$ cat src/sv/gps_pkg.sv
// shared types and constants of the gaussian polar sampler
// no dependencies
package gps_pkg;

    localparam int M_W      = 31;  // |v| in q.30
    localparam int SQ_W     = 62;  // square of |v|
    localparam int S_W      = 60;  // s in q.60
    localparam int CNT_W    = 6;   // normalize shift count
    localparam int Y_W      = 31;  // log mantissa q1.30
    localparam int LOG_FRAC = 24;
    localparam int NL_W     = 30;  // -log2 s in q.24
    localparam int PROD_W   = 61;
    localparam int LQ_W     = 31;  // -2 ln s in q.24
    localparam int RT_W     = 62;  // radicand of sqrt(4s)
    localparam int R_W      = 31;
    localparam int GR_W     = 40;  // radicand of sqrt(lq << 8)
    localparam int G_W      = 20;
    localparam int P_W      = 51;
    localparam int NUM_W    = 52;
    localparam int DEN_W    = 35;
    localparam int Q_W      = 17;

    localparam logic [30:0]    TWO_LN2_Q30 = 31'd1488522236;
    localparam logic [Q_W-1:0] POS_LIMIT   = 17'd32767;
    localparam logic [Q_W-1:0] NEG_LIMIT   = 17'd32768;

    typedef struct packed {
        logic [15:0] uniform_a;
        logic [15:0] uniform_b;
    } t_in;

    typedef struct packed {
        logic signed [15:0] sample;
        logic               last;
        logic               clipped;
    } t_out;

    // side data that rides along the cell chain
    typedef struct packed {
        logic             v;
        logic             n1;
        logic             n2;
        logic [M_W-1:0]   m1;
        logic [M_W-1:0]   m2;
        logic [CNT_W-1:0] cnt;
        logic [R_W-1:0]   r;
    } t_side;

endpackage

$ cat src/sv/gps_norm_cell.sv
// one normalize step: shift left by SH when the top SH bits are clear
// depends on gps_pkg
module gps_norm_cell #(
    parameter int SH = 1
) (
    input  logic                      i_clk,
    input  logic                      i_en,
    input  logic [gps_pkg::S_W-1:0]   i_x,
    input  logic [gps_pkg::CNT_W-1:0] i_cnt,
    output logic [gps_pkg::S_W-1:0]   o_x,
    output logic [gps_pkg::CNT_W-1:0] o_cnt
);
    import gps_pkg::*;

    logic [S_W-1:0]   n_x;
    logic [CNT_W-1:0] n_cnt;

    always_comb begin
        if (i_x[S_W-1 -: SH] == '0) begin
            n_x   = i_x << SH;
            n_cnt = i_cnt + CNT_W'(SH);
        end else begin
            n_x   = i_x;
            n_cnt = i_cnt;
        end
    end

    always_ff @(posedge i_clk) begin
        if (i_en) begin
            o_x   <= n_x;
            o_cnt <= n_cnt;
        end
    end

endmodule

$ cat config.mk
export PLATFORM = sky130hd
export DESIGN_NAME = gps_norm_cell
export DESIGN_NICKNAME = d
export VERILOG_FILES = /design/src/sv/gps_pkg.sv /design/src/sv/gps_norm_cell.sv
export SDC_FILE = /design/constraint.sdc
export NUM_CORES = 1
export LEC_CHECK = 0
export BUFFER_PORTS_ARGS = -buffer_cell sky130_fd_sc_hd__buf_2
export CORE_MARGIN = 5
export CORE_UTILIZATION = 46
export CTS_CLUSTER_DIAMETER = 30
export DETAILED_ROUTE_END_ITERATION = 10
export HOLD_SLACK_MARGIN = 0.06
export PLACE_DENSITY = 0.88
export SLEW_MARGIN = 20
export SYNTH_ARGS = -nofsm -noshare
export SYNTH_HDL_FRONTEND = slang
export SYNTH_SLANG_ARGS = --single-unit
$ cat constraint.sdc
create_clock -name i_clk -period 1.4 [get_ports i_clk]
set_input_delay 0.21 -clock i_clk [delete_from_list [all_inputs] [get_ports i_clk]]
set_output_delay 0.21 -clock i_clk [all_outputs]
set_load 0.05 [all_outputs]
After elaboration in Yosys (flattened, before gate mapping). Cells that the tools add are included.

Flip-flop bits (word level): 66. Input bits: 68. Output and inout port bits: 66. Word-level logic and storage cells: 7.

$add $sub $neg: 1. Mux-type cells: 2.

Operators with widths (number): 2-to-1 mux 59 bit (1); adder 6 x 1 -> 6 bit (second input constant) (1); 2-to-1 mux 6 bit (1).

Depth between registers and ports, before layout.
Word-level depth: 2. Mapped depth: 4. Mapped depth without buffers: 3.

Worst setup path after synthesis. No wires, ideal clock.

Path kind: input to register. Start: input i_x[59] (netlist name). End: register o_x[10] (netlist name) (data pin). Library setup time: 0.260 ns. Arrival time: 0.782 ns. Required time: 1.140 ns. Slack: 0.358 ns. Cell stages on the path: 3. Buffers on the path: 2. Cell sequence: buf_6 > buf_6 > mux2_2.

Word-level cells in the longest chain between the ends: 1.

Ends and longest elaborated chain: start, declared (line gps_norm_cell.sv:8) `input logic [gps_pkg::S_W-1:0] i_x,`; 2-to-1 mux 59 bit (line gps_norm_cell.sv:19) `if (i_x[S_W-1 -: SH] == '0) begin`; via n_x[10] (line gps_norm_cell.sv:15) `logic [S_W-1:0] n_x;`; end signal, assigned (line gps_norm_cell.sv:30) `o_x <= n_x;`; end, declared (line gps_norm_cell.sv:10) `output logic [gps_pkg::S_W-1:0] o_x,`.

The timed path passes the listed nets, and every way through them passes these cells. A chain may end at the register's enable or synchronous reset.

Worst setup path after layout.
Start: register o_cnt[3] (netlist name). End: output o_cnt[3] (netlist name).

RTL lines: start, declared (line gps_norm_cell.sv:11) `output logic [gps_pkg::CNT_W-1:0] o_cnt`; start signal, assigned (line gps_norm_cell.sv:31) `o_cnt <= n_cnt;`.

No word-level cell between the ends.

==> summary.md <==
The flow ran to the end, and the final reports show no timing, DRC or antenna violations. The tools report the vias after detailed routing as 1,790. The sequential share of the synthesized area is 0.699, and the ratio of final minimum period to clock period is 0.833.

The cell type contributing the most total cell area after synthesis was edfxtp_1. The initialized floorplan defines 28 standard-cell rows. For the global-route total usage across every layer, the log shows 0.153. The via density per instance was 4.89. The path type of the worst min-delay path is in -> reg. For the signal arrival time at the worst endpoint, the log shows 0.96 ns.

In this run, synthesis produced a sequential element count of 66. Routability-driven placement finished with a final weighted congestion of 0.734. The tools report the worst-case clock buffer depth as 2. The die covers 7830 um2. For this run, the leading register cell type out of synthesis is edfxtp_1. The logs give 54 for the initial DRC count and 0 for the post-cts repair resize count. The floorplan step defined a core boundary enclosing 5960 um2. The run gives 0.631 as the final core utilization. The count of nets left with antenna violations once routing finished came out at 0. After detailed routing, the total wire length is 6.07 mm. Number of global-route vias before repair: 1,859.

Detailed placement ended at an HPWL of 4.60 mm. The area growth from synthesis to layout is 32.7%. Ranked by total cell area, the synthesized netlist is headed by edfxtp_1, mux2_2, buf_6. The netlist uses 14 different library cells. TritonCTS built the clock tree. The total power density per cell area is 1310 nW/um2, and the required time reported for the critical path endpoint is 1.19 ns. Share of final-layout standard cells stronger than drive strength 1: 0.722. STA classifies the critical path endpoint as an output pin. The minimum clock period after layout is 1.17 ns. In the final timing run, aggregate negative setup slack is 0 ns.

The number of nets in the synthesized netlist is 214. Walking the worst path, the cells encountered are buf_2. Cell class contributing the biggest share of worst-path delay: flip-flops. STA classifies the critical path startpoint as a flip-flop. Based on the critical path, the design can be clocked at up to 858 MHz. CTS built an H-tree with a depth of 3. Excluding fillers, the count of instances in the completed layout stands at 366. The tools report the number of hold violations in the final report as 0. The clock drives 66 sinks. In this run the tool buffered the top-level ports with 133 buffer cells.

Ranked by instance count, the synthesized netlist is headed by edfxtp_1, mux2_2, buf_6, xnor2_1. The worst setup path is of the reg -> out kind. The final count of pins violating max slew was 0.

The starting density of the core is 0.476. Number of antenna violations at the first check in global routing: 0. The tools report the final-layout worst hold slack as 0.171 ns. IR analysis of the VDD net gives a maximum drop of 751 uV. Each instance of the synthesized netlist takes up on average 19.5 um2.

Post-CTS timing repair inserted 0 buffers for setup. Number of enable flip-flop cells after synthesis: 66. After detailed routing, the average wire length per cell comes to 16.6 um. The number of optimization iterations in the first detailed-route pass is 4. The library cell with the highest instance count after synthesis was edfxtp_1.

The logs give 351 for the number of placed cells counting well taps and 0 for the total of hold buffers inserted after clock tree synthesis. For the max-capacitance violation count, the log shows 0. Clock tree synthesis selected as its root buffer the cell clkbuf_8. For the leakage power figure, the log shows 0.00157 uW.

After detailed routing, the number of remaining DRC violations is 0. The die is 88.5 um wide. At the end of the flow, the number of nets in the layout was 356.

After synthesis the cells add up to 2830 um2. The highest fanout seen on the critical path was 1; the top-level port count was 134. Entering global routing, the biggest net connects 67 pins. The largest individual stage delay along the critical path comes from the cell edfxtp_1.

For the pin with the worst max-slew slack, the measured transition is 0.364 ns. Critical path buffer and inverter count: 1. The first-pass GRT wire length came out at 8.94 mm. For this run, the number of Yosys warnings is 0.

The repair_antennas step left the layout with diodes totalling 0. Setup violations remaining at the end of the flow were counted as 0. The die extent in y is 88.5 um. Summed over all layers, the global routing overflow is 0. In the synthesized netlist, the number of instances is 145. The proportion of synthesized flip-flops having asynchronous set or reset is 0. On the worst path, the slowest cell contributes a delay of 0.40 ns.

Relative slew slack: 0.757. Counting the buffers created by CTS gives 9. The clock transition at the registers of the reported paths works out to 0.07 ns.

Setup repair after global routing left no endpoint under its margin. The top-area cell type share of the netlist area is 0.699.
## layout make-up
class,count,area [um2]
fill,474,2200
sequential,66,1980
multi-input combinational,72,779
timing repair buffer,138,753
clock buffer,11,131
tap,75,93.8
clock inverter,4,20.0
## worst paths after layout
| check | from | end | slack, ns | cells past startpoint |
|---|---|---|---|---|
| worst max-delay path | o_cnt[3] | o_cnt[3] | 0.23 | 1 |
| worst min-delay path | i_x[58] | o_x[59] | 0.17 | 2 |
## cell usage in the layout (no fill, tap or decap), types with 2 or more instances in the layout
master    count
xnor2_1       4
mux2_2       59
clkbuf_8      9
buf_2       133
edfxtp_1     66
buf_12        4
clkbuf_1      2
clkinv_1      2
## flip-flops by register name, indices dropped and copies added (netlist names)
name,count
o_cnt,6
o_x,60
## logic make-up after synthesis
kind of cell / synth area share
buf+inv: 0.0256
fa+ha+maj: 0.00441
mux: 0.234
xor+xnor: 0.0155
simple gates: 0.0208
flops: 0.699
## stage by stage
| stage | power [uW] | cell area [um2] | setup slack (ns) |
|---|---|---|---|
| 3_3_place_gp | 3660 | 3610 | 0.202 |
| 2_1_floorplan | 3320 | 2830 | 0.358 |
| 6_report | 4910 | 3760 | 0.234 |
| 3_5_place_dp | 3690 | 3610 | 0.179 |
| 4_1_cts | 4980 | 3760 | 0.201 |
| 5_1_grt | 5120 | 3760 | 0.196 |
## report_power, final
| part | internal (uW) | total [uW] | switching, uW |
|---|---|---|---|
| clock | 619 | 1280 | 656 |
| combinational | 339 | 1200 | 858 |
| sequential | 2390 | 2430 | 45.5 |
## per-layer routing
metal | track usage | vias to the layer above | share of wire
li1 | - | 852 | -
met1 | 0.177 | 845 | 0.39
met2 | 0.260 | 84 | 0.51
met3 | 0.0428 | 9 | 0.094
met4 | 0.0797 | 0 | 0.015
met5 | 0 | - | 0
(Power assumes the default switching activity.)
