[src/sv/gps_pkg.sv]
// shared types and constants of the gaussian polar sampler
// no dependencies
package gps_pkg;

    localparam int M_W      = 31;  // |v| in q.30
    localparam int SQ_W     = 62;  // square of |v|
    localparam int S_W      = 60;  // s in q.60
    localparam int CNT_W    = 6;   // normalize shift count
    localparam int Y_W      = 31;  // log mantissa q1.30
    localparam int LOG_FRAC = 24;
    localparam int NL_W     = 30;  // -log2 s in q.24
    localparam int PROD_W   = 61;
    localparam int LQ_W     = 31;  // -2 ln s in q.24
    localparam int RT_W     = 62;  // radicand of sqrt(4s)
    localparam int R_W      = 31;
    localparam int GR_W     = 40;  // radicand of sqrt(lq << 8)
    localparam int G_W      = 20;
    localparam int P_W      = 51;
    localparam int NUM_W    = 52;
    localparam int DEN_W    = 35;
    localparam int Q_W      = 17;

    localparam logic [30:0]    TWO_LN2_Q30 = 31'd1488522236;
    localparam logic [Q_W-1:0] POS_LIMIT   = 17'd32767;
    localparam logic [Q_W-1:0] NEG_LIMIT   = 17'd32768;

    typedef struct packed {
        logic [15:0] uniform_a;
        logic [15:0] uniform_b;
    } t_in;

    typedef struct packed {
        logic signed [15:0] sample;
        logic               last;
        logic               clipped;
    } t_out;

    // side data that rides along the cell chain
    typedef struct packed {
        logic             v;
        logic             n1;
        logic             n2;
        logic [M_W-1:0]   m1;
        logic [M_W-1:0]   m2;
        logic [CNT_W-1:0] cnt;
        logic [R_W-1:0]   r;
    } t_side;

endpackage

[src/sv/gps_log_cell.sv]
// one fraction bit of log2: square the mantissa, renormalize
// depends on gps_pkg
module gps_log_cell (
    input  logic                         i_clk,
    input  logic                         i_en,
    input  logic [gps_pkg::Y_W-1:0]      i_y,
    input  logic [gps_pkg::LOG_FRAC-1:0] i_frac,
    output logic [gps_pkg::Y_W-1:0]      o_y,
    output logic [gps_pkg::LOG_FRAC-1:0] o_frac
);
    import gps_pkg::*;

    logic [2*Y_W-1:0] sq;
    logic [Y_W:0]     t;

    always_comb begin
        sq = (2*Y_W)'(i_y) * (2*Y_W)'(i_y);
        t  = sq[2*Y_W-1:Y_W-1];
    end

    always_ff @(posedge i_clk) begin
        if (i_en) begin
            if (t[Y_W]) begin
                o_y    <= t[Y_W:1];
                o_frac <= {i_frac[LOG_FRAC-2:0], 1'b1};
            end else begin
                o_y    <= t[Y_W-1:0];
                o_frac <= {i_frac[LOG_FRAC-2:0], 1'b0};
            end
        end
    end

endmodule

[config.mk]
export PLATFORM = sky130hd
export DESIGN_NAME = gps_log_cell
export DESIGN_NICKNAME = d
export VERILOG_FILES = /design/src/sv/gps_pkg.sv /design/src/sv/gps_log_cell.sv
export SDC_FILE = /design/constraint.sdc
export NUM_CORES = 2
export LEC_CHECK = 0
export BUFFER_PORTS_ARGS = -buffer_cell sky130_fd_sc_hd__buf_2
export CORE_UTILIZATION = 35
export DETAILED_ROUTE_END_ITERATION = 10
export GPL_TIMING_DRIVEN = 0
export PLACE_DENSITY = 0.58
export SLEW_MARGIN = 20
export SYNTH_ARGS = -nofsm -noshare
export SYNTH_HDL_FRONTEND = slang
export SYNTH_SLANG_ARGS = --single-unit
export TNS_END_PERCENT = 5
[constraint.sdc]
create_clock -name i_clk -period 7.25 [get_ports i_clk]
set_clock_uncertainty 0.15 [all_clocks]
set_input_delay 0.3625 -clock i_clk [delete_from_list [all_inputs] [get_ports i_clk]]
set_output_delay 0.3625 -clock i_clk [all_outputs]
set_load 0.01 [all_outputs]
# After elaboration in Yosys (flattened, before gate mapping)
# Cells that the tools add are included.
word_totals:
  ff_bits: 55
  latch_bits: 0
  mem_bits_rw: 0
  romBits: 0
  inputBits: 57
  output_inout_bits: 55
  elab_cells: 6
  mem_count: 0
op_classes:
  n_addsub: 0
  n_mul: 1
  div: 0
  n_lt_le_gt_ge: 0
  eq_ne: 0
  shift: 0
  n_mux: 2
  n_bitwise: 0
  reduce_logical: 0
ops:
  columns: ["op", "n"]
  rows:
  - ["31-bit by 31-bit multiplier with 62-bit output", 1]
  - ["30-bit two-way mux", 1]
  - ["1-bit two-way mux", 1]

# Longest topological paths before layout
logic_depth:
  word_depth: 2
  ltp_mapped: 30
  depth_no_buf: 27

# Worst setup path before layout
# Ideal clock, no wire load.
synth_path:
  path_kind: "input port to flip-flop"
  startpoint: "input port i_y[7] (netlist name)"
  endpoint: "register o_y[10] (netlist name) (data pin)"
  t_arrival_ps: 7455
  path_slack_ps: -615
  stages: 28
  cell_sequence: "clkbuf_1 clkbuf_1 nand2_1 inv_1 fa_1 fa_1 fa_1 inv_1 fa_1 inv_1 fa_1 fa_1 fa_1 inv_1 fa_1 inv_1 ha_1 buf_6 a21o_1 a31oi_1 o221a_2 o32a_2 nand4_2 a2111oi_4 nor3b_2 nor2_2 buf_6 mux2_4"
synth_via:
  elab_chain_len: 2
synth_rtl:
  columns: ["element", "line", "source"]
  rows:
  - ["start, declared", "gps_log_cell.sv:6", "input logic [gps_pkg::Y_W-1:0] i_y,"]
  - ["31-bit by 31-bit multiplier with 62-bit output", "gps_log_cell.sv:17", "sq = (2*Y_W)'(i_y) * (2*Y_W)'(i_y);"]
  - ["30-bit two-way mux", "gps_log_cell.sv:23", "if (t[Y_W]) begin"]
  - ["end signal, assigned", "gps_log_cell.sv:24", "o_y <= t[Y_W:1];"]
  - ["end signal, assigned", "gps_log_cell.sv:27", "o_y <= t[Y_W-1:0];"]
  - ["end, declared", "gps_log_cell.sv:8", "output logic [gps_pkg::Y_W-1:0] o_y,"]
# Every way passes these cells.
# A chain may end at the register's enable or synchronous reset.

# Final worst setup path
layout_path:
  startpoint: "input port i_y[16] (netlist name)"
  endpoint: "register o_y[28] (netlist name) (data pin)"
# Same word-level chain as after synthesis.

==> flow_summary.toml <==
[outcome]
run_status = "complete, but fails checks"
violations = "setup timing"

[place]
globalplace.congestion = 0.993
port_buffers = 104
place_hpwl_um = 75500
place_area_um2 = 31300

[clock_tree]
h-tree-depth = 2
cts_tree = "yes"
clkTransAtPathRegs_ps = 70
ctsHoldBuffers = 0
clock_path_buffers = 2
clock-sinks = 55
root_buffer = "clkbuf_16"
cts_buffers = 5

[global_routing]
overflow = 0
grt_usage = 0.223
grt_pass1_wl_um = 136000
grt_max_degree = 56
grt_pass1_vias = 22500
antenna_found_initial = 9

[yosys]
syn_inst = 2985
syn_area_per_cell_um2 = 9.68
synth_top_cell_by_area = "fa_1"
synth.top_cells.by_area = "fa_1, inv_1, ha_1"
syn-num-nets = 4058
synth_edf_count = 55
ys_seq_elements = 55
synth_top_area_frac = 0.517
yosysWarnings = 0
seq_area_frac_synth = 0.0571
syn_area_um2 = 28900
async_flop_share = 0
synth_flop_cell = "edfxtp_1"
ys_types = 66

[floorplanning]
dieArea_um2 = 83700
core_region_area_um2 = 81800
io_pins = 112
die_h_um = 289
die_x_um = 289
start_util = 0.353
rows = 105

[sta]
fmax_mhz = 123
relSlewSlack = 0.528
period_minus_slack_ps = 8130
tightest_slew_ps = 708
finalWorstSetupSlack_ps = -885
rsz0062_at_grt = "true"
holdWs_ps = 80.1
final_hold_viol_count = 0
setup_viol = 32
maxSlewViolCount = 0
final.period_utilization = 1.12

[finish]
layout_common_cells = "inv_1, fa_1, nand2_1, ha_1, and2_1"
layout-drive-gt1-share = 0.123
area_growth_pct = 13.8
final_common_cell = "inv_1"
nets = 4199
finalInstanceArea_um2 = 32900

[route]
ant_nets = 0
drt-initial-drc-count = 1425
firstDrtPassIters = 5
avgRoutedWirePerCell_um = 21.4
vias = 20500
wirelength_um = 90000
post_drt_via_cell_ratio = 4.88
drc_errors = 0

[critical_path]
cp-startpoint = "i_y[16]"
cp_data_required_time_ps = 7150
critical_path_peak_fanout = 10
critPathKind = "in2reg"
end_kind = "flip-flop"
cp.arrival_ps = 8040
worstSetupStartpointType = "input port"

[worst_hold_path]
hold_path_startpoint = "i_frac[0]"
min_path_cells = 1
hp-class = "in2reg"

[run]
max-cap-violations = 0
## worst paths after layout
kind / to
worst max-delay path: o_y[28]$_DFFE_PP_
worst min-delay path: o_frac[1]$_DFFE_PP_
## area by class of cell
class / count / area, um^2
plain buffers: 108 / 1480
inverters: 910 / 3430
flip-flops and latches: 55 / 1650
repair buffers: 136 / 875
diodes: 7 / 17.5
clock inverters: 2 / 12.5
multi-input cells: 1910 / 24000
clock buffers: 6 / 129
fillers: 8201 / 49000
well taps: 1070 / 1340
## metal layers
layer	GRT usage	wire, um	vias to the layer above
li1	-	-	8978
met1	0.292	36400	10600
met4	0.0667	3260	0
met2	0.376	43500	765
met3	0.0405	6840	134
met5	0	0	-
## registers in the layout (all words and copies together) (netlist names)
signal,cells
o_frac,24
o_y,31
## Yosys cell counts (3+ instances only)
| cell type | n |
|---|---|
| and2_1 | 187 |
| edfxtp_1 | 55 |
| o21ai_0 | 30 |
| clkbuf_1 | 99 |
| o21a_1 | 3 |
| and3_1 | 3 |
| xor2_1 | 28 |
| o211ai_1 | 11 |
| buf_2 | 5 |
| inv_1 | 908 |
| nor4_1 | 4 |
| o221ai_1 | 3 |
| ha_1 | 269 |
| a21oi_1 | 63 |
| nand2b_1 | 4 |
| mux2i_1 | 19 |
| o21ai_1 | 6 |
| o31ai_1 | 3 |
| a31o_2 | 4 |
| nand3_1 | 9 |
| nand4_1 | 15 |
| nor2b_1 | 9 |
| nand2_1 | 301 |
| a21o_1 | 16 |
| a21oi_2 | 4 |
| a31oi_1 | 5 |
| or2_2 | 5 |
| nor2_1 | 59 |
| nor3_1 | 8 |
| fa_1 | 747 |
| a211oi_1 | 5 |
| o21bai_1 | 10 |
| mux2_4 | 10 |
| xnor2_1 | 34 |
## logic make-up after synthesis
| group | count (synthesis) | synth area share |
|---|---|---|
| DFF | 55 | 0.0571 |
| and+or+nand+nor | 613 | 0.102 |
| adders and majority gates | 1016 | 0.634 |
| xor gates and xnor gates | 62 | 0.0188 |
| buffers and inverters | 1020 | 0.133 |
| AOI/OAI and AO/OA | 188 | 0.0427 |
| muxes | 31 | 0.0126 |
## worst max-delay path, cell delays in order
cell and delay, ps:
buf_2 150, clkbuf_16 180, clkbuf_8 210, nand2_1 120, fa_1 520, fa_1 560, inv_1 60, fa_1 490
inv_1 50, fa_1 530, inv_1 50, fa_1 450, fa_1 510, fa_1 440, fa_2 690, ha_4 260
a21oi_4 140, o21ai_2 90, a21oi_2 140, nand2_2 120, o211ai_4 340, nand4_4 160, a2111oi_4 500, o21ba_4 230
nor2_4 70, buf_12 140, buf_12 130, mux2_4 290
## per-stage QoR
step / utilization / setup WS [ps] / setup TNS, ps / instances
floorplan: - / -275 / -5480 / 2985
finish: 0.402 / -885 / -24300 / 4204
global placement: 0.382 / -2530 / -75370 / 4159
CTS: 0.398 / -808 / -22450 / 4193
detailed placement: 0.382 / -2490 / -75610 / 4159
global route: 0.402 / -977 / -27720 / 4197
## repair_timing
action / 4_1_cts / 5_1_grt
pin swaps: 31 / 36
gates cloned: 1 / 0
hold endpoints to repair: 0 / 0
setup buffers: 27 / 4
gates resized for setup: 216 / 76
endpoints found under the setup margin: 32 / 32
Power is not shown: default switching activity piles up to over one toggle a cycle in this logic, so the estimate is an artifact.
