===== config.mk =====
export PLATFORM = sky130hd
export DESIGN_NAME = gps_sqrt_cell
export DESIGN_NICKNAME = d
export VERILOG_FILES = /design/src/sv/gps_pkg.sv /design/src/sv/gps_sqrt_cell.sv
export SDC_FILE = /design/constraint.sdc
export NUM_CORES = 1
export LEC_CHECK = 0
export BUFFER_PORTS_ARGS = -buffer_cell sky130_fd_sc_hd__buf_2
export CAP_MARGIN = 5
export CORE_AREA = 10 10 158 101
export DETAILED_ROUTE_END_ITERATION = 12
export DIE_AREA = 0 0 168 111
export GPL_ROUTABILITY_DRIVEN = 0
export PLACE_DENSITY = 0.68
export SLEW_MARGIN = 10
export SYNTH_ARGS = -nofsm -noshare
export SYNTH_HDL_FRONTEND = slang
export SYNTH_SLANG_ARGS = --single-unit

===== constraint.sdc =====
create_clock -name i_clk -period 2.65 [get_ports i_clk]
set_input_delay 0.265 -clock i_clk [delete_from_list [all_inputs] [get_ports i_clk]]
set_output_delay 0.265 -clock i_clk [all_outputs]
set_load 0.03 [all_outputs]

===== src/sv/gps_pkg.sv =====
// shared types and constants of the gaussian polar sampler
// no dependencies
package gps_pkg;

    localparam int M_W      = 31;  // |v| in q.30
    localparam int SQ_W     = 62;  // square of |v|
    localparam int S_W      = 60;  // s in q.60
    localparam int CNT_W    = 6;   // normalize shift count
    localparam int Y_W      = 31;  // log mantissa q1.30
    localparam int LOG_FRAC = 24;
    localparam int NL_W     = 30;  // -log2 s in q.24
    localparam int PROD_W   = 61;
    localparam int LQ_W     = 31;  // -2 ln s in q.24
    localparam int RT_W     = 62;  // radicand of sqrt(4s)
    localparam int R_W      = 31;
    localparam int GR_W     = 40;  // radicand of sqrt(lq << 8)
    localparam int G_W      = 20;
    localparam int P_W      = 51;
    localparam int NUM_W    = 52;
    localparam int DEN_W    = 35;
    localparam int Q_W      = 17;

    localparam logic [30:0]    TWO_LN2_Q30 = 31'd1488522236;
    localparam logic [Q_W-1:0] POS_LIMIT   = 17'd32767;
    localparam logic [Q_W-1:0] NEG_LIMIT   = 17'd32768;

    typedef struct packed {
        logic [15:0] uniform_a;
        logic [15:0] uniform_b;
    } t_in;

    typedef struct packed {
        logic signed [15:0] sample;
        logic               last;
        logic               clipped;
    } t_out;

    // side data that rides along the cell chain
    typedef struct packed {
        logic             v;
        logic             n1;
        logic             n2;
        logic [M_W-1:0]   m1;
        logic [M_W-1:0]   m2;
        logic [CNT_W-1:0] cnt;
        logic [R_W-1:0]   r;
    } t_side;

endpackage


===== src/sv/gps_sqrt_cell.sv =====
// one digit of a restoring integer square root
// depends on gps_pkg for nothing but house style
module gps_sqrt_cell #(
    parameter int W      = 40,
    parameter int BITPOS = 38
) (
    input  logic         i_clk,
    input  logic         i_en,
    input  logic [W-1:0] i_x,
    input  logic [W-1:0] i_r,
    output logic [W-1:0] o_x,
    output logic [W-1:0] o_r
);
    import gps_pkg::*;

    localparam logic [W-1:0] BITV = W'(1) << BITPOS;

    logic [W-1:0] t;

    assign t = i_r + BITV;

    always_ff @(posedge i_clk) begin
        if (i_en) begin
            if (i_x >= t) begin
                o_x <= i_x - t;
                o_r <= (i_r >> 1) + BITV;
            end else begin
                o_x <= i_x;
                o_r <= i_r >> 1;
            end
        end
    end

endmodule


# ---- Word-level counts from Yosys, hierarchy flattened
# Index checks and enable logic that the tools add are counted.
# Widths: inputs -> output; s select.
dict set report classes {
  magnitude_cmp 1
  muxes 2
  add_sub_neg 3
}
# op n
set op_table {}
lappend op_table {{$add 39x39->40 const B} 1}
lappend op_table {{$add 40x39->40 const B} 1}
lappend op_table {{$ge 40x40->1} 1}
lappend op_table {{$mux 40} 1}
lappend op_table {{$sub 40x40->40} 1}
lappend op_table {{$mux 39} 1}
dict set report totals {
  reg_bits 80
  wordCells 9
  out_inout_bits 80
  inputBits 82
}

# ---- Longest topological paths before layout
dict set report logic_depth {
  word_depth 3
  depth_mapped 14
  mapped_depth_nobuf 13
}

# ---- Worst setup path after synthesis
# No wires, ideal clock.
dict set report synth_path {
  path_kind {input-to-reg}
  startpoint {input port i_x[0]}
  endpoint {register o_x[10], data pin}
  path_buffers 1
  setup_slack_ns -0.238
  setup_ns 0.260
  t_arrival_ns 2.628
  t_required_ns 2.390
  stages 14
  cell_sequence {inv_1 ha_1 fa_1 nor2b_1 o21ai_1 a21boi_2 o21ai_1 a21oi_1 o21ai_2 a21oi_4 a211oi_2 o21ai_4 buf_6 mux2_4}
}
dict set report synth_via {
  elab_chain_cells 2
  word_cells_on_any_way 3
  cone_classes {add/sub (1); order compare (1); mux (1)}
}
# element line_no
set synth_rtl {}
lappend synth_rtl {{start: declaration} gps_sqrt_cell.sv:9} ;# input logic [W-1:0] i_x,
lappend synth_rtl {{$sub 40x40->40 / $ge 40x40->1 (equally long branches)} {gps_sqrt_cell.sv:25, gps_sqrt_cell.sv:24}}
lappend synth_rtl {{$mux 40 (*)} gps_sqrt_cell.sv:24} ;# if (i_x >= t) begin
lappend synth_rtl {{end signal: assignment} gps_sqrt_cell.sv:25} ;# o_x <= i_x - t;
lappend synth_rtl {{end signal: assignment} gps_sqrt_cell.sv:28} ;# o_x <= i_x;
lappend synth_rtl {{end: declaration} gps_sqrt_cell.sv:11} ;# output logic [W-1:0] o_x,
# Mark *: on every way between the ends. The rest lies on a longest branch, timed or not.
# A chain may end at the register's enable or synchronous reset.

# ---- Final worst setup path
dict set report layout_path {
  startpoint {input port i_x[0]}
  endpoint {register o_x[23], data pin}
}
# Same word-level chain as after synthesis.

==> out/qor.yml <==
power_and_ir_drop:
  switching_power_mw: 1.53
  ir_drop_v: 0.000326
  comb_power_share_pct: 39.6
  p_clk_share_pct: 26.0
  powerDensity_nw_per_um2: 584
  p_int_mw: 3.16
  power.share.sequential_pct: 34.5
  p_leak_nw: 3.78
  sw_frac_of_total_pct: 32.6
timing:
  fin_crit_sh_pct: 101
  period_needed_ps: 2690
  finalMaxSlewViolations: 0
  hold_violations: 0
  setup_viol: 12
  tightest_slew_ps: 730
  hold_slack_ps: 96.1
  relSlewSlack_pct: 50.6
  max_freq_ghz: 0.372
  layout_setup_ws_ps: -35.1
  fin_tns_setup_ps: -272
  rsz0062_at_grt: "true"
setup_path:
  cpMostUsedCell: "o21ai_2"
  path_class: "in -> reg"
  crit_arrival_ps: 2770
  cp-start-kind: "primary input"
  crit_buf_inv: 5
  worst_ep_required_time_ps: 2740
  critical_path.max_stage_delay_ps: 350
  critPathTopFamily: "compound AO/OA/AOI/OAI gates"
  worstSetupEndpointType: "flop"
  worst-path-max-fanout: 8
  crit_chain: "buf_8 -> inv_12 -> ha_4 -> fa_2 -> nor2b_2 -> o21ai_2 -> a21boi_4 -> o21ai_2 -> a21oi_2 -> o21ai_2 -> a21oi_4 -> a211oi_4 -> o21ai_4 -> buf_12 -> buf_16 -> buf_12 -> mux2_4"
  cpMaxStageDelayCell: "fa_2"
cts:
  clkTransAtPathRegs_ps: 60
  htree_levels: 3
  clock_path_buffers: 2
  clock-sinks: 80
  cts_tree: "done"
  ctsRootBufferMaster: "clkbuf_16"
  hold_buffers: 0
  numCtsBuffers: 9
die:
  die_area_um2: 18600
  die_width_um: 168
  ios: 162
  core_um2: 13300
  num_rows: 33
  start_util_pct: 40.7
  die_h_um: 111
synthesis:
  synth_seq_cells: 80
  syn_nets: 600
  syn_inst: 477
  synth-async-reset-ratio_pct: 0
  synth_ff_type: "edfxtp_1"
  avgSynthCellArea_um2: 11.3
  synth_edf_count: 80
  syn_area_um2: 5400
  ys_types: 57
  ys.warnings.count: 0
  yosysSeqAreaShare_pct: 44.5
cells_and_area:
  multi_input_area_um2: 3080
  drive_gt1_share_pct: 51.4
  utilization_pct: 60.5
  final_cells: 942
  ff_latch_area_um2: 2400
  final_cell_mix: "buf_2, buf_4, edfxtp_1"
  n_antenna_cell: 0
  fillers: 1114
  fin_nets: 885
  area_growth_pct: 48.7
  final_cell_area_um2: 8020
  mostFrequentLayoutCell: "buf_2"
placed_design:
  dpl_cell_area_um2: 7230
  io_buffer_count: 161
  hpwlAfterDp_um: 12600
  place_inst: 911
route:
  wirelength_um: 16600
  ant_nets: 0
  post_drt_wl_per_cell_um: 17.6
  drc: 0
  viasPerCell: 4.97
  num_vias: 4685
  dr.first_iter.drc_count: 249
  drt_pass1_iterations: 5
global_routing:
  grtUsageMet2_pct: 24.5
  grt_pass1_vias: 4802
  antenna_found_initial: 1
  grtUsageTotal_pct: 16.4
  top_usage_layer: "met2"
  grt_pass1_wl_um: 25000
  met3_usage_pct: 6.66
  overflow: 0
  use_met1_pct: 21.7
  grt_start_max_net_pins: 42
run_status:
  violations: "setup timing"
  outcome: "finished with violations"
run:
  cap_violations: 0
worst_hold_path:
  hp-class: "in -> reg"
  hold_path.startpoint: "i_r[6]"
  holdPathEnd: "o_r[5]"
  holdPathStages: 1
registers in the layout (all words and copies together), names as in the netlist:
register	cells
o_r	40
o_x	40
cell type report:
| cell class | count | area share [%] |
|---|---|---|
| clock buffer | 10 | 2.85 |
| clock inverter | 6 | 0.624 |
| inverter | 46 | 2.31 |
| multi-input combinational | 340 | 38.4 |
| sequential | 80 | 29.9 |
| tap | 175 | 2.73 |
| timing repair buffer | 285 | 23.1 |
worst max-delay path by stage:
stage	startpoint	to	slack, ps	depth (start not counted)
global placement	i_x[0]	o_x[39]	-340	15
finish	i_x[0]	o_x[23]	-40	17
detailed placement	i_x[0]	o_x[39]	-460	15
CTS	i_x[0]	o_x[27]	-30	16
floorplan	i_x[0]	o_x[10]	-110	14
global route	i_x[0]	o_x[17]	-100	17
metrics by stage:
| stage | total power, mW | worst slack, ps |
|---|---|---|
| 6_report | 4.68 | -35.1 |
| 3_5_place_dp | 3.32 | -462 |
| 5_1_grt | 4.90 | -96.1 |
| 4_1_cts | 4.59 | -33.6 |
| 2_1_floorplan | 2.70 | -108 |
| 3_3_place_gp | 3.28 | -339 |
timing repair:
item                                    in CTS  in global routing
setup buffers                                4                 12
gates resized for setup                      8                 64
pin swaps                                    1                 29
endpoints found under the setup margin      38                 42
gates cloned                                 1                  0
per-layer routing:
| layer | up-vias | share of wire [%] | wire length (um) |
|---|---|---|---|
| met4 | 2 | 0.75 | 125 |
| met3 | 14 | 8.4 | 1400 |
| met2 | 163 | 44 | 7360 |
| li1 | 2318 | - | - |
| met1 | 2188 | 46 | 7720 |
| met5 | - | 0.078 | 13 |
Yosys cell counts (all sizes together), types with 2 or more instances:
cell | number | area [um^2]
a41oi | 2 | 17.5
a221o | 2 | 20.0
o21bai | 4 | 30.0
nor2 | 26 | 97.6
clkbuf | 4 | 15.0
mux2i | 2 | 20.0
a21oi | 36 | 199
ha | 40 | 500
nand3 | 6 | 30.0
or2 | 6 | 37.5
inv | 46 | 173
nand2 | 34 | 128
a2111oi | 2 | 23.8
nor2b | 7 | 43.8
nand4 | 9 | 56.3
nor3 | 6 | 35.0
a21o | 26 | 195
xnor2 | 24 | 210
a21boi | 3 | 26.3
mux2 | 38 | 563
o21a | 4 | 30.0
nand2b | 3 | 18.8
a211oi | 3 | 27.5
xor2 | 12 | 105
o21ai | 22 | 125
a221oi | 2 | 30.0
o211ai | 3 | 22.5
buf | 7 | 65.1
edfxtp | 80 | 2400
a31oi | 4 | 25.0
and2 | 3 | 18.8
cell families after synthesis:
kind of cell	synth area share, %
AOI/OAI and AO/OA	15.0
and+or+nand+nor	9.55
DFF	44.5
buffers and inverters	4.68
adders and majority gates	9.64
muxes	10.8
xor gates and xnor gates	5.84
power by group through the flow:
| stage | clock [mW] | combinational, mW | sequential (mW) |
|---|---|---|---|
| global route | 1.29 | 1.98 | 1.63 |
| global placement | 0 | 1.64 | 1.64 |
| detailed placement | 0 | 1.67 | 1.64 |
| finish | 1.22 | 1.85 | 1.61 |
| floorplan | 0 | 0.752 | 1.95 |
| CTS | 1.24 | 1.73 | 1.62 |
Note: power is estimated with default switching activity, not from simulation.
