### config.mk
export PLATFORM = sky130hd
export DESIGN_NAME = gps_div_cell
export DESIGN_NICKNAME = d
export VERILOG_FILES = /design/src/sv/gps_pkg.sv /design/src/sv/gps_div_cell.sv
export SDC_FILE = /design/constraint.sdc
export NUM_CORES = 1
export LEC_CHECK = 0
export BUFFER_PORTS_ARGS = -buffer_cell sky130_fd_sc_hd__buf_2
export CORE_MARGIN = 2
export CORE_UTILIZATION = 50
export CTS_BUF_LIST = sky130_fd_sc_hd__clkbuf_16
export CTS_CLUSTER_SIZE = 24
export DETAILED_ROUTE_END_ITERATION = 8
export PLACE_DENSITY = 0.82
export SLEW_MARGIN = 20
export SYNTH_ARGS = -nofsm -noshare
export SYNTH_HDL_FRONTEND = slang
export SYNTH_SLANG_ARGS = --single-unit
### constraint.sdc
create_clock -name i_clk -period 7.2 [get_ports i_clk]
set_clock_uncertainty 0.1 [all_clocks]
set_input_delay 0.36 -clock i_clk [delete_from_list [all_inputs] [get_ports i_clk]]
set_output_delay 0.36 -clock i_clk [all_outputs]
set_load 0.02 [all_outputs]
### src/sv/gps_pkg.sv
// shared types and constants of the gaussian polar sampler
// no dependencies
package gps_pkg;

    localparam int M_W      = 31;  // |v| in q.30
    localparam int SQ_W     = 62;  // square of |v|
    localparam int S_W      = 60;  // s in q.60
    localparam int CNT_W    = 6;   // normalize shift count
    localparam int Y_W      = 31;  // log mantissa q1.30
    localparam int LOG_FRAC = 24;
    localparam int NL_W     = 30;  // -log2 s in q.24
    localparam int PROD_W   = 61;
    localparam int LQ_W     = 31;  // -2 ln s in q.24
    localparam int RT_W     = 62;  // radicand of sqrt(4s)
    localparam int R_W      = 31;
    localparam int GR_W     = 40;  // radicand of sqrt(lq << 8)
    localparam int G_W      = 20;
    localparam int P_W      = 51;
    localparam int NUM_W    = 52;
    localparam int DEN_W    = 35;
    localparam int Q_W      = 17;

    localparam logic [30:0]    TWO_LN2_Q30 = 31'd1488522236;
    localparam logic [Q_W-1:0] POS_LIMIT   = 17'd32767;
    localparam logic [Q_W-1:0] NEG_LIMIT   = 17'd32768;

    typedef struct packed {
        logic [15:0] uniform_a;
        logic [15:0] uniform_b;
    } t_in;

    typedef struct packed {
        logic signed [15:0] sample;
        logic               last;
        logic               clipped;
    } t_out;

    // side data that rides along the cell chain
    typedef struct packed {
        logic             v;
        logic             n1;
        logic             n2;
        logic [M_W-1:0]   m1;
        logic [M_W-1:0]   m2;
        logic [CNT_W-1:0] cnt;
        logic [R_W-1:0]   r;
    } t_side;

endpackage

### src/sv/gps_div_cell.sv
// one quotient bit of a restoring divide, weight 2^SH
// depends on gps_pkg
module gps_div_cell #(
    parameter int SH = 0
) (
    input  logic                      i_clk,
    input  logic                      i_en,
    input  logic [gps_pkg::NUM_W-1:0] i_num,
    input  logic [gps_pkg::DEN_W-1:0] i_den,
    input  logic [gps_pkg::Q_W-1:0]   i_q,
    output logic [gps_pkg::NUM_W-1:0] o_num,
    output logic [gps_pkg::Q_W-1:0]   o_q
);
    import gps_pkg::*;

    logic [NUM_W-1:0] d;

    assign d = NUM_W'(i_den) << SH;

    always_ff @(posedge i_clk) begin
        if (i_en) begin
            if (i_num >= d) begin
                o_num <= i_num - d;
                o_q   <= {i_q[Q_W-2:0], 1'b1};
            end else begin
                o_num <= i_num;
                o_q   <= {i_q[Q_W-2:0], 1'b0};
            end
        end
    end

endmodule

; ---- Word-level counts from Yosys, hierarchy flattened
; Index checks and enable logic that the tools add are counted.
[word_totals]
ff_bits = 69
latchBits = 0
mem_bits_rw = 0
rom_bits = 0
input_bits = 106
output_inout_bits = 69
word_cells = 6
mem_count = 0
[classes]
addsub = 1
mul = 0
div_mod_pow = 0
magnitude_cmp = 1
eq_ne = 0
shifts = 0
n_mux = 2
n_bitwise = 0
reduce_logical = 0
[op_table]
columns = operator, count
row1 = 52-bit by 35-bit greater-or-equal comparator with 1-bit output, 1
row2 = 52-bit two-way mux, 1
row3 = 52-bit by 35-bit subtractor with 52-bit output, 1
row4 = 1-bit two-way mux, 1

; ---- Logic depth before layout (Yosys ltp)
; Gate-level depths: netlist (run 1).
[depth]
word_depth = 2
depth_mapped = 12

; ---- Worst setup path before layout (run 1)
; Ideal clock, no wire load.
[synth_timing]
kind = input -> register
startpoint = in i_num[0] (netlist bit)
endpoint = reg o_num[41] (netlist bit) (data pin)
setup_ns = 0.271
arrival_time_ns = 2.511
t_required_ns = 6.829
slack_ns = 4.318
path_stages = 11
n_path_buf = 0
cell_sequence = inv_1 > ha_1 > fa_1 > nand2b_1 > a21oi_1 > a211o_4 > o211ai_2 > a31oi_4 > o21ai_4 > nor4_1 > xor2_1
[synth_between]
elab_chain_len = 2
[synth_lines]
columns = element, line_no
row1 = start: declaration, gps_div_cell.sv:8  ; input logic [gps_pkg::NUM_W-1:0] i_num,
row2 = 52-bit by 35-bit subtractor with 52-bit output or 52-bit by 35-bit greater-or-equal comparator with 1-bit output (tied branches), "gps_div_cell.sv:23, gps_div_cell.sv:22"
row3 = 52-bit two-way mux *, gps_div_cell.sv:22  ; if (i_num >= d) begin
row4 = end signal: assignment, gps_div_cell.sv:23  ; o_num <= i_num - d;
row5 = end signal: assignment, gps_div_cell.sv:26  ; o_num <= i_num;
row6 = end: declaration, gps_div_cell.sv:11  ; output logic [gps_pkg::NUM_W-1:0] o_num,
; Mark *: on every way between the ends. The rest lies on a longest branch, timed or not.
; A chain may end at the register's enable or synchronous reset.

; ---- Worst setup path in the final report (run 1)
[layout_timing]
startpoint = in i_num[38] (netlist bit)
endpoint = reg o_num[32] (netlist bit) (data pin)
[layout_between]
elab_chain_len = 2
[layout_lines]
columns = element, line_no
row1 = 52-bit by 35-bit greater-or-equal comparator with 1-bit output, gps_div_cell.sv:22
row2 = 52-bit two-way mux, gps_div_cell.sv:22
; Every way passes these cells.

==> results of run 1 <==
-- Yosys cell counts, types with 5 or more instances --
library cell	n	share of area [%]
o21ai_0	16	1.5
ha_1	35	8.0
or3_1	5	0.57
a21o_1	22	3.0
nand4_1	15	1.7
o21bai_1	8	1.1
nor4_1	8	0.92
o31ai_1	10	1.4
nor3_1	18	1.7
inv_1	49	3.4
edfxtp_1	69	38
xnor2_1	18	2.9
o211ai_1	5	0.69
nand2b_1	7	0.80
buf_2	12	1.1
a21oi_1	38	3.5
clkbuf_1	11	0.76
nand3_1	13	1.2
nor2_1	35	2.4
nand2_1	59	4.1
o21a_1	7	0.97
o21ai_1	31	2.8
xor2_1	26	4.2
-- worst max path at each step --
stage	endpoint	depth (start not counted)
after CTS	o_num[32]$_DFFE_PP_	13
after detailed placement	o_num[12]$_DFFE_PP_	10
final	o_num[32]$_DFFE_PP_	10
after global placement	o_num[32]$_DFFE_PP_	10
after floorplan	o_num[41]$_DFFE_PP_	11
after global routing	o_num[32]$_DFFE_PP_	10
-- worst max-delay path: cells and delay by family --
family | cells | cell delay (ps)
AND/OR/NAND/NOR | 6 | 1930
buffers and inverters | 3 | 820
multiplexers | 1 | 330
-- cells by family (layout without fill, tap and decap cells) --
kind of cell,after synthesis,after routing,synth area share [%]
AND/OR/NAND/NOR,192,192,18.4
AO/OA/AOI/OAI,170,170,21.7
buffers and inverters,75,241,5.72
flip-flops,69,69,38.1
XOR/XNOR,44,44,7.08
adder cells (fa/ha/maj),36,36,8.41
multiplexers,2,2,0.552
-- power breakdown --
part           leakage (nW)  switching [mW]  internal (mW)
Clock                 0.159           0.194          0.310
Sequential            0.676          0.0113          0.506
Combinational          2.12           0.263          0.159
-- flip-flops by register name, indices dropped and copies added (netlist names) --
name,count
o_q,17
o_num,52
-- through the flow --
| stage | utilization [%] | hold slack, ps |
|---|---|---|
| 5_1_grt | 62.4 | 85.2 |
| 4_1_cts | 62.4 | 93.9 |
| 3_5_place_dp | 59.3 | 439 |
| 6_report | 62.4 | 99.9 |
| 3_3_place_gp | 59.3 | 437 |
| 2_1_floorplan | - | 359 |
-- final cells by class --
class	instances	area [um^2]	area share (%)
tap	140	175	2.61
clock inverter	7	105	1.57
clock buffer	9	225	3.36
timing repair buffer	175	881	13.1
inverter	50	188	2.80
multi-input combinational	444	3060	45.6
sequential	69	2070	30.9
-- routing by layer --
metal	GRT usage [%]	share of wire [%]	vias up
met2	40.3	47	196
met4	9.52	2.3	0
met1	32.4	44	2280
li1	-	-	2473
met5	0	0	-
met3	3.62	6.6	24
==> results.py, run 1 <==
metrics = {
    "critical_path": {
        "slowest_delay_ps": 700,
        "startpoint": "i_num[38]",
        "crit_chain": "buf_2 -> nor4_1 -> nand3b_1 -> nor2_1 -> and3_1 -> nand2_2 -> nor2_4 -> buf_4 -> inv_2 -> mux2_4",
        "arrival_ps": 3480,
        "slowest_stage": "nor4_1",
        "worst_setup_path_end_kind": "register",
        "cp_max_fo": 51,
        "cp.required_ps": 7180,
        "critPathKind": "in -> reg",
        "cp-start-kind": "primary input",
    },
    "timing": {
        "worst_slack_ps": 3700,
        "tightest_slew_ps": 917,
        "final_hold_viol_count": 0,
        "relSlewSlack_pct": 38.9,
        "setup_viol": 0,
        "post-route-min-period_ps": 3500,
        "min_period_over_period_pct": 48.6,
        "fmax_mhz": 286,
        "rsz0062_at_grt": "false",
        "final_max_slew_viol_count": 0,
        "finalSetupTns_ps": 0,
    },
    "detailed_routing": {
        "first_pass_iters": 4,
        "wl_um": 14700,
        "wire_per_inst_um": 16.4,
        "drc": 0,
        "ant_nets": 0,
        "viasPerCell": 5.56,
        "drtIter0Drc": 325,
        "num_vias": 4973,
    },
    "worst_hold_path": {
        "min_path_cells": 1,
        "holdCritPathClass": "in -> reg",
        "hold_end": "o_q[6]$_DFFE_PP_",
        "holdCritStartpoint": "i_q[5]",
    },
    "placement": {
        "place_hpwl_um": 11400,
        "portBuffers": 173,
        "gp_congestion": 0.915,
        "dpl-instance-area_um2": 6380,
        "dp_cells": 878,
        "place_ws_ps": 3460,
    },
    "cells_and_area": {
        "most-common-layout-cells": "buf_2 (173), edfxtp_1 (69), nand2_1 (59)",
        "nets": 891,
        "final_cells": 894,
        "fin_area_um2": 6710,
        "area_growth_pct": 23.2,
        "layout_commonest_cell": "buf_2",
        "num-fill-cells": 940,
        "drive_gt1_share_pct": 29.6,
        "num_antenna_cells": 0,
    },
    "logic_synthesis": {
        "avgSynthCellArea_um2": 9.26,
        "synth-edff-count": 69,
        "syn_area_um2": 5440,
        "synth-seq-area-share_pct": 38.1,
        "synthArstFlopShare_pct": 0,
        "syn_inst": 588,
        "ys.flop_type": "edfxtp_1",
        "yosys_warnings": 0,
        "ys_seq_elements": 69,
        "ys_types": 66,
        "synth_nets": 730,
    },
    "clock_network": {
        "clock-sinks": 69,
        "cts_tree": "yes",
        "numCtsBuffers": 9,
        "post_cts_resized": 0,
        "cts_setup_buffers": 0,
        "cts_buffer_depth": 2,
        "clkSlewWorstSetupHoldPaths_ps": 60,
        "cts_hold_buffers": 0,
        "clock-root-buffer": "clkbuf_16",
        "htreeDepth": 3,
    },
    "global_route": {
        "grt_overflow": 0,
        "grt_max_degree": 70,
        "grt_pass1_wl_um": 22400,
        "first_global_vias": 4752,
        "grt_use_total_pct": 24.4,
        "antenna_found_initial": 0,
    },
    "floorplanning": {
        "io-pin-count": 175,
        "dieWidth_um": 108,
        "start_util_pct": 50.7,
        "die_area_um2": 11700,
        "core_um2": 10700,
        "num_rows": 38,
        "die_h_um": 108,
    },
    "power_and_ir_drop": {
        "p_leak_nw": 2.95,
        "p_per_area_nw_per_um2": 215,
        "power_mw": 1.44,
        "peakVddDrop_uv": 129,
    },
    "run_status": {
        "status": "finished, final reports clean",
    },
    "flow_run": {
        "drv_cap": 0,
    },
}
Power figures use the tool's default switching activity.
==> inputs of run 2 (changes only) <==
==> constraint.sdc (replaced) <==
create_clock -name i_clk -period 3.48 [get_ports i_clk]
set_clock_uncertainty 0.1 [all_clocks]
set_input_delay 0.174 -clock i_clk [delete_from_list [all_inputs] [get_ports i_clk]]
set_output_delay 0.174 -clock i_clk [all_outputs]
set_load 0.02 [all_outputs]
==> results.py, run 2 (same netlist as run 1, synthesis figures left out) <==
metrics = {
    "detailed_routing": {
        "drtIter0Drc": 247,
        "wire_per_inst_um": 16.1,
        "first_pass_iters": 5,
        "drc": 0,
        "wl_um": 14700,
        "viasPerCell": 5.54,
        "ant_nets": 0,
        "num_vias": 5050,
    },
    "floorplanning": {
        "die_h_um": 108,
        "start_util_pct": 50.7,
        "core_um2": 10700,
        "die_area_um2": 11700,
        "io-pin-count": 175,
        "dieWidth_um": 108,
        "num_rows": 38,
    },
    "global_route": {
        "antenna_found_initial": 0,
        "grt_use_total_pct": 25.1,
        "grt_pass1_wl_um": 23000,
        "first_global_vias": 4924,
        "grt_max_degree": 59,
        "grt_overflow": 0,
    },
    "cells_and_area": {
        "num_antenna_cells": 0,
        "largest_register_ffs": 52,
        "most-common-layout-cells": "buf_2 (173), edfxtp_1 (69), nand2_1 (59)",
        "area_growth_pct": 26.6,
        "drive_gt1_share_pct": 29.1,
        "reg_top3": "o_num: 52 flops, o_q: 17 flops",
        "nets": 909,
        "utilization_pct": 64.1,
        "layout_commonest_cell": "buf_2",
        "num-fill-cells": 922,
        "top_register": "o_num",
    },
    "clock_network": {
        "cts_setup_buffers": 0,
        "post_cts_resized": 0,
        "cts_hold_buffers": 16,
        "clkSlewWorstSetupHoldPaths_ps": 60,
        "clock-sinks": 69,
        "cts_tree": "yes",
        "htreeDepth": 3,
        "cts_buffer_depth": 2,
        "clock-root-buffer": "clkbuf_16",
        "numCtsBuffers": 9,
    },
    "timing": {
        "finalSetupTns_ps": 0,
        "final_hold_viol_count": 0,
        "fmax_mhz": 346,
        "whs_ps": 37.7,
        "relSlewSlack_pct": 56.4,
        "tightest_slew_ps": 647,
        "min_period_over_period_pct": 83.1,
        "rsz0062_at_grt": "false",
        "final_max_slew_viol_count": 0,
        "post-route-min-period_ps": 2890,
        "setup_viol": 0,
        "worst_slack_ps": 588,
    },
    "critical_path": {
        "worst_setup_path_end_kind": "register",
        "arrival_ps": 2860,
        "cp.required_ps": 3450,
        "critPathKind": "in -> reg",
        "cp_max_fo": 9,
        "cp-start-kind": "primary input",
    },
    "placement": {
        "place_ws_ps": 306,
        "portBuffers": 173,
        "place_hpwl_um": 11400,
        "gp_congestion": 0.901,
    },
    "power_and_ir_drop": {
        "power_mw": 2.98,
        "p_per_area_nw_per_um2": 432,
        "peakVddDrop_uv": 273,
        "p_leak_nw": 3.03,
    },
    "run_status": {
        "status": "finished, final reports clean",
    },
    "worst_hold_path": {
        "holdCritPathClass": "in -> reg",
    },
    "flow_run": {
        "drv_cap": 0,
    },
}
[run 2: cell types whose count changed in the layout (fill, tap and decap cells not counted)]
| cell | change |
|---|---|
| inv_8 | -1 |
| inv_6 | +1 |
| buf_4 | +1 |
| buf_12 | +1 |
| dlygate4sd3_1 | +16 |
[run 2: critical path, stage by stage]
cell and delay (ps):
buf_2 90, inv_1 40, ha_1 220, fa_1 420
nand2b_1 200, a21oi_1 310, a211o_4 240, o211ai_2 150
a31oi_4 350, o21ai_4 160, nor4_1 380, xor2_1 120
[run 2: final timing paths]
| path | from | to | cells past startpoint |
|---|---|---|---|
| max | i_num[0] | o_num[41]$_DFFE_PP_ | 12 |
| min | i_num[9] | o_num[9]$_DFFE_PP_ | 3 |
[run 2: power by group]
group | leakage [nW] | switching, mW | internal (mW)
registers | 0.676 | 0.0255 | 1.05
logic | 2.20 | 0.547 | 0.343
clock network | 0.157 | 0.379 | 0.637
[run 2: layout make-up]
class	count	area, um^2	share of cell area, %
inverter	50	188	2.72
clock buffer	9	225	3.27
tap	140	175	2.54
clock inverter	7	103	1.49
timing repair buffer	193	1070	15.5
sequential	69	2070	30.1
multi-input combinational	444	3060	44.4
[run 2: routing by layer]
metal	GRT usage (%)	part of all wire, %	up-vias
met5	0	0	-
li1	-	-	2508
met4	8.42	2.2	0
met3	4.64	6.1	26
met1	32.5	44	2338
met2	42.2	47	178
[run 2: through the flow]
step / instances / cell area, um^2
after floorplan: 588 / 5440
after global placement: 880 / 6400
after detailed placement: 880 / 6400
after CTS: 912 / 6890
after global routing: 912 / 6890
final: 912 / 6890
==> inputs of run 3 (changes only) <==
--- a/config.mk
+++ b/config.mk
@@ -5,13 +5,14 @@
 export SDC_FILE = /design/constraint.sdc
 export NUM_CORES = 1
 export LEC_CHECK = 0
+export ABC_AREA = 1
 export BUFFER_PORTS_ARGS = -buffer_cell sky130_fd_sc_hd__buf_2
 export CORE_MARGIN = 2
-export CORE_UTILIZATION = 50
+export CORE_UTILIZATION = 49
 export CTS_BUF_LIST = sky130_fd_sc_hd__clkbuf_16
 export CTS_CLUSTER_SIZE = 24
 export DETAILED_ROUTE_END_ITERATION = 8
-export PLACE_DENSITY = 0.82
+export PLACE_DENSITY = 0.81
 export SLEW_MARGIN = 20
 export SYNTH_ARGS = -nofsm -noshare
 export SYNTH_HDL_FRONTEND = slang
==> constraint.sdc (replaced) <==
create_clock -name i_clk -period 2.65 [get_ports i_clk]
set_clock_uncertainty 0.1 [all_clocks]
set_input_delay 0.1325 -clock i_clk [delete_from_list [all_inputs] [get_ports i_clk]]
set_output_delay 0.1325 -clock i_clk [all_outputs]
set_load 0.02 [all_outputs]
==> results.py, run 3 <==
metrics = {
    "power_and_ir_drop": {
        "power_mw": 3.97,
        "p_leak_nw": 4.61,
        "peakVddDrop_uv": 315,
        "p_per_area_nw_per_um2": 460,
    },
    "detailed_routing": {
        "wl_um": 21900,
        "first_pass_iters": 5,
        "viasPerCell": 4.90,
        "num_vias": 7183,
        "wire_per_inst_um": 14.9,
        "ant_nets": 0,
        "drc": 0,
        "drtIter0Drc": 548,
    },
    "floorplanning": {
        "start_util_pct": 50.0,
        "num_rows": 42,
        "die_area_um2": 14500,
        "core_um2": 13200,
        "dieWidth_um": 120,
        "die_h_um": 120,
        "io-pin-count": 175,
    },
    "logic_synthesis": {
        "avgSynthCellArea_um2": 6.32,
        "synth_top_area_share_pct": 31.3,
        "yosysMostFrequentCell": "nand2_1",
        "syn_inst": 1049,
        "ys_types": 36,
        "yosys_warnings": 0,
        "synth_nets": 1191,
        "synth-seq-area-share_pct": 31.3,
        "syn_area_um2": 6630,
        "ys_seq_elements": 69,
        "synthArstFlopShare_pct": 0,
        "synth_common_cells": "nand2_1 (412), inv_1 (224), nor2_1 (91)",
        "synth_top_cell_by_area": "edfxtp_1",
        "synth-edff-count": 69,
        "synthTopCellsByArea": "edfxtp_1 (31%), nand2_1 (23%), inv_1 (13%), ha_1 (6.6%), nor2_1 (5.2%)",
        "ys.flop_type": "edfxtp_1",
    },
    "cells_and_area": {
        "largest_register_ffs": 52,
        "multi_input_area_um2": 3670,
        "area_growth_pct": 30.1,
        "drive_gt1_share_pct": 19.9,
        "register_area_um2": 2070,
        "num-fill-cells": 1237,
        "utilization_pct": 65.1,
        "most-common-layout-cells": "nand2_1 (408), inv_1 (225), buf_2 (173)",
        "num_antenna_cells": 0,
        "layout_commonest_cell": "nand2_1",
        "final_cells": 1465,
        "fin_area_um2": 8620,
        "top_register": "o_num",
        "reg_top3": "o_num: 52 flops, o_q: 17 flops",
        "nets": 1426,
    },
    "global_route": {
        "grt_use_total_pct": 30.4,
        "first_global_vias": 6671,
        "grt_pass1_wl_um": 33700,
        "antenna_found_initial": 0,
        "grt_overflow": 0,
        "grt_max_degree": 43,
    },
    "timing": {
        "fmax_mhz": 388,
        "post-route-min-period_ps": 2580,
        "whs_ps": -3.58,
        "final_max_slew_viol_count": 0,
        "tightest_slew_ps": 725,
        "relSlewSlack_pct": 51.7,
        "finalSetupTns_ps": 0,
        "worst_slack_ps": 72.0,
        "final_hold_viol_count": 1,
        "min_period_over_period_pct": 97.3,
        "setup_viol": 0,
        "rsz0062_at_grt": "true",
    },
    "worst_hold_path": {
        "holdCritStartpoint": "i_num[34]",
        "holdCritPathClass": "in -> reg",
        "hold_end": "o_num[34]$_DFFE_PP_",
        "min_path_cells": 3,
    },
    "run_status": {
        "status": "complete, but fails checks",
        "violations": "hold timing",
    },
    "clock_network": {
        "cts_buffer_depth": 2,
        "clkSlewWorstSetupHoldPaths_ps": 60,
        "numCtsBuffers": 9,
        "cts_tree": "yes",
        "clock-root-buffer": "clkbuf_16",
        "clock-sinks": 69,
        "htreeDepth": 3,
    },
    "critical_path": {
        "cp.required_ps": 2650,
        "critPathKind": "in -> reg",
        "worst_setup_path_end_kind": "register",
        "startpoint": "i_num[14]",
        "arrival_ps": 2580,
        "cp_max_fo": 19,
        "cp-start-kind": "primary input",
    },
    "placement": {
        "place_hpwl_um": 17500,
        "dp_cells": 1406,
        "dpl-instance-area_um2": 7810,
        "place_ws_ps": 153,
        "gp_congestion": 0.966,
        "portBuffers": 173,
    },
    "flow_run": {
        "drv_cap": 0,
    },
}
run 3: cell types whose count changed in the layout (fill, tap and decap cells not counted), moves of 19 or more:
cell and delta:
nand2_1 +349, a21o_1 -21, a21oi_1 -19, dlygate4sd3_1 +25, nor2_1 +51, inv_1 +176
xor2_1 -22, nand3_1 +44
run 3: worst max path at each step:
| stage | endpoint | slack (ps) | cells past startpoint |
|---|---|---|---|
| 4_1_cts | o_num[12]$_DFFE_PP_ | 6 | 15 |
| 2_1_floorplan | o_num[30]$_DFFE_PP_ | 560 | 14 |
| 5_1_grt | o_num[30]$_DFFE_PP_ | -4 | 15 |
| 6_report | o_num[12]$_DFFE_PP_ | 70 | 15 |
| 3_5_place_dp | o_num[15]$_DFFE_PP_ | 150 | 15 |
| 3_3_place_gp | o_num[16]$_DFFE_PP_ | 200 | 15 |
run 3: per-layer routing:
layer / GRT usage (%) / up-vias / routed length [um]
li1: - / 3694 / -
met1: 41.3 / 3228 / 9920
met2: 51.1 / 237 / 10100
met3: 4.86 / 24 / 1450
met4: 6.61 / 0 / 389
met5: 0 / - / 0
run 3: repair_timing:
| action | CTS | global route |
|---|---|---|
| buffers inserted | 0 | 1 |
| hold buffers | 41 | 0 |
| hold endpoints to repair | 41 | 0 |
| gates resized for setup | 0 | 18 |
| setup endpoints to repair | 0 | 49 |
run 3: kinds of logic after synthesis:
| family | synth area share, % |
|---|---|
| AOI/OAI and AO/OA | 5.55 |
| xor gates and xnor gates | 2.78 |
| adders and majority gates | 6.91 |
| buffers and inverters | 14.3 |
| DFF | 31.3 |
| and+or+nand+nor | 39.2 |
run 3: layout make-up:
type | instances | share of cell area [%]
clock buffers | 9 | 2.61
clock inverters | 7 | 0.784
inverters | 232 | 10.2
multi-input cells | 740 | 42.6
flip-flops and latches | 69 | 24.0
well taps | 176 | 2.56
repair buffers | 232 | 17.2
run 3: power by group:
group | switching, mW | internal [mW]
Clock | 0.489 | 0.723
Combinational | 0.864 | 0.491
Sequential | 0.0303 | 1.37
Total | 1.38 | 2.58
run 3: worst max-delay path: stages:
cell	delay, ps
dlygate4sd3_1	540
buf_2	130
ha_1	350
nand2_1	140
nor2_4	180
nand2_1	70
clkinv_1	90
nand4_1	150
nand3_2	170
nand2_4	110
nand2_8	100
inv_6	60
clkbuf_16	190
nand2_1	70
o21ai_1	60
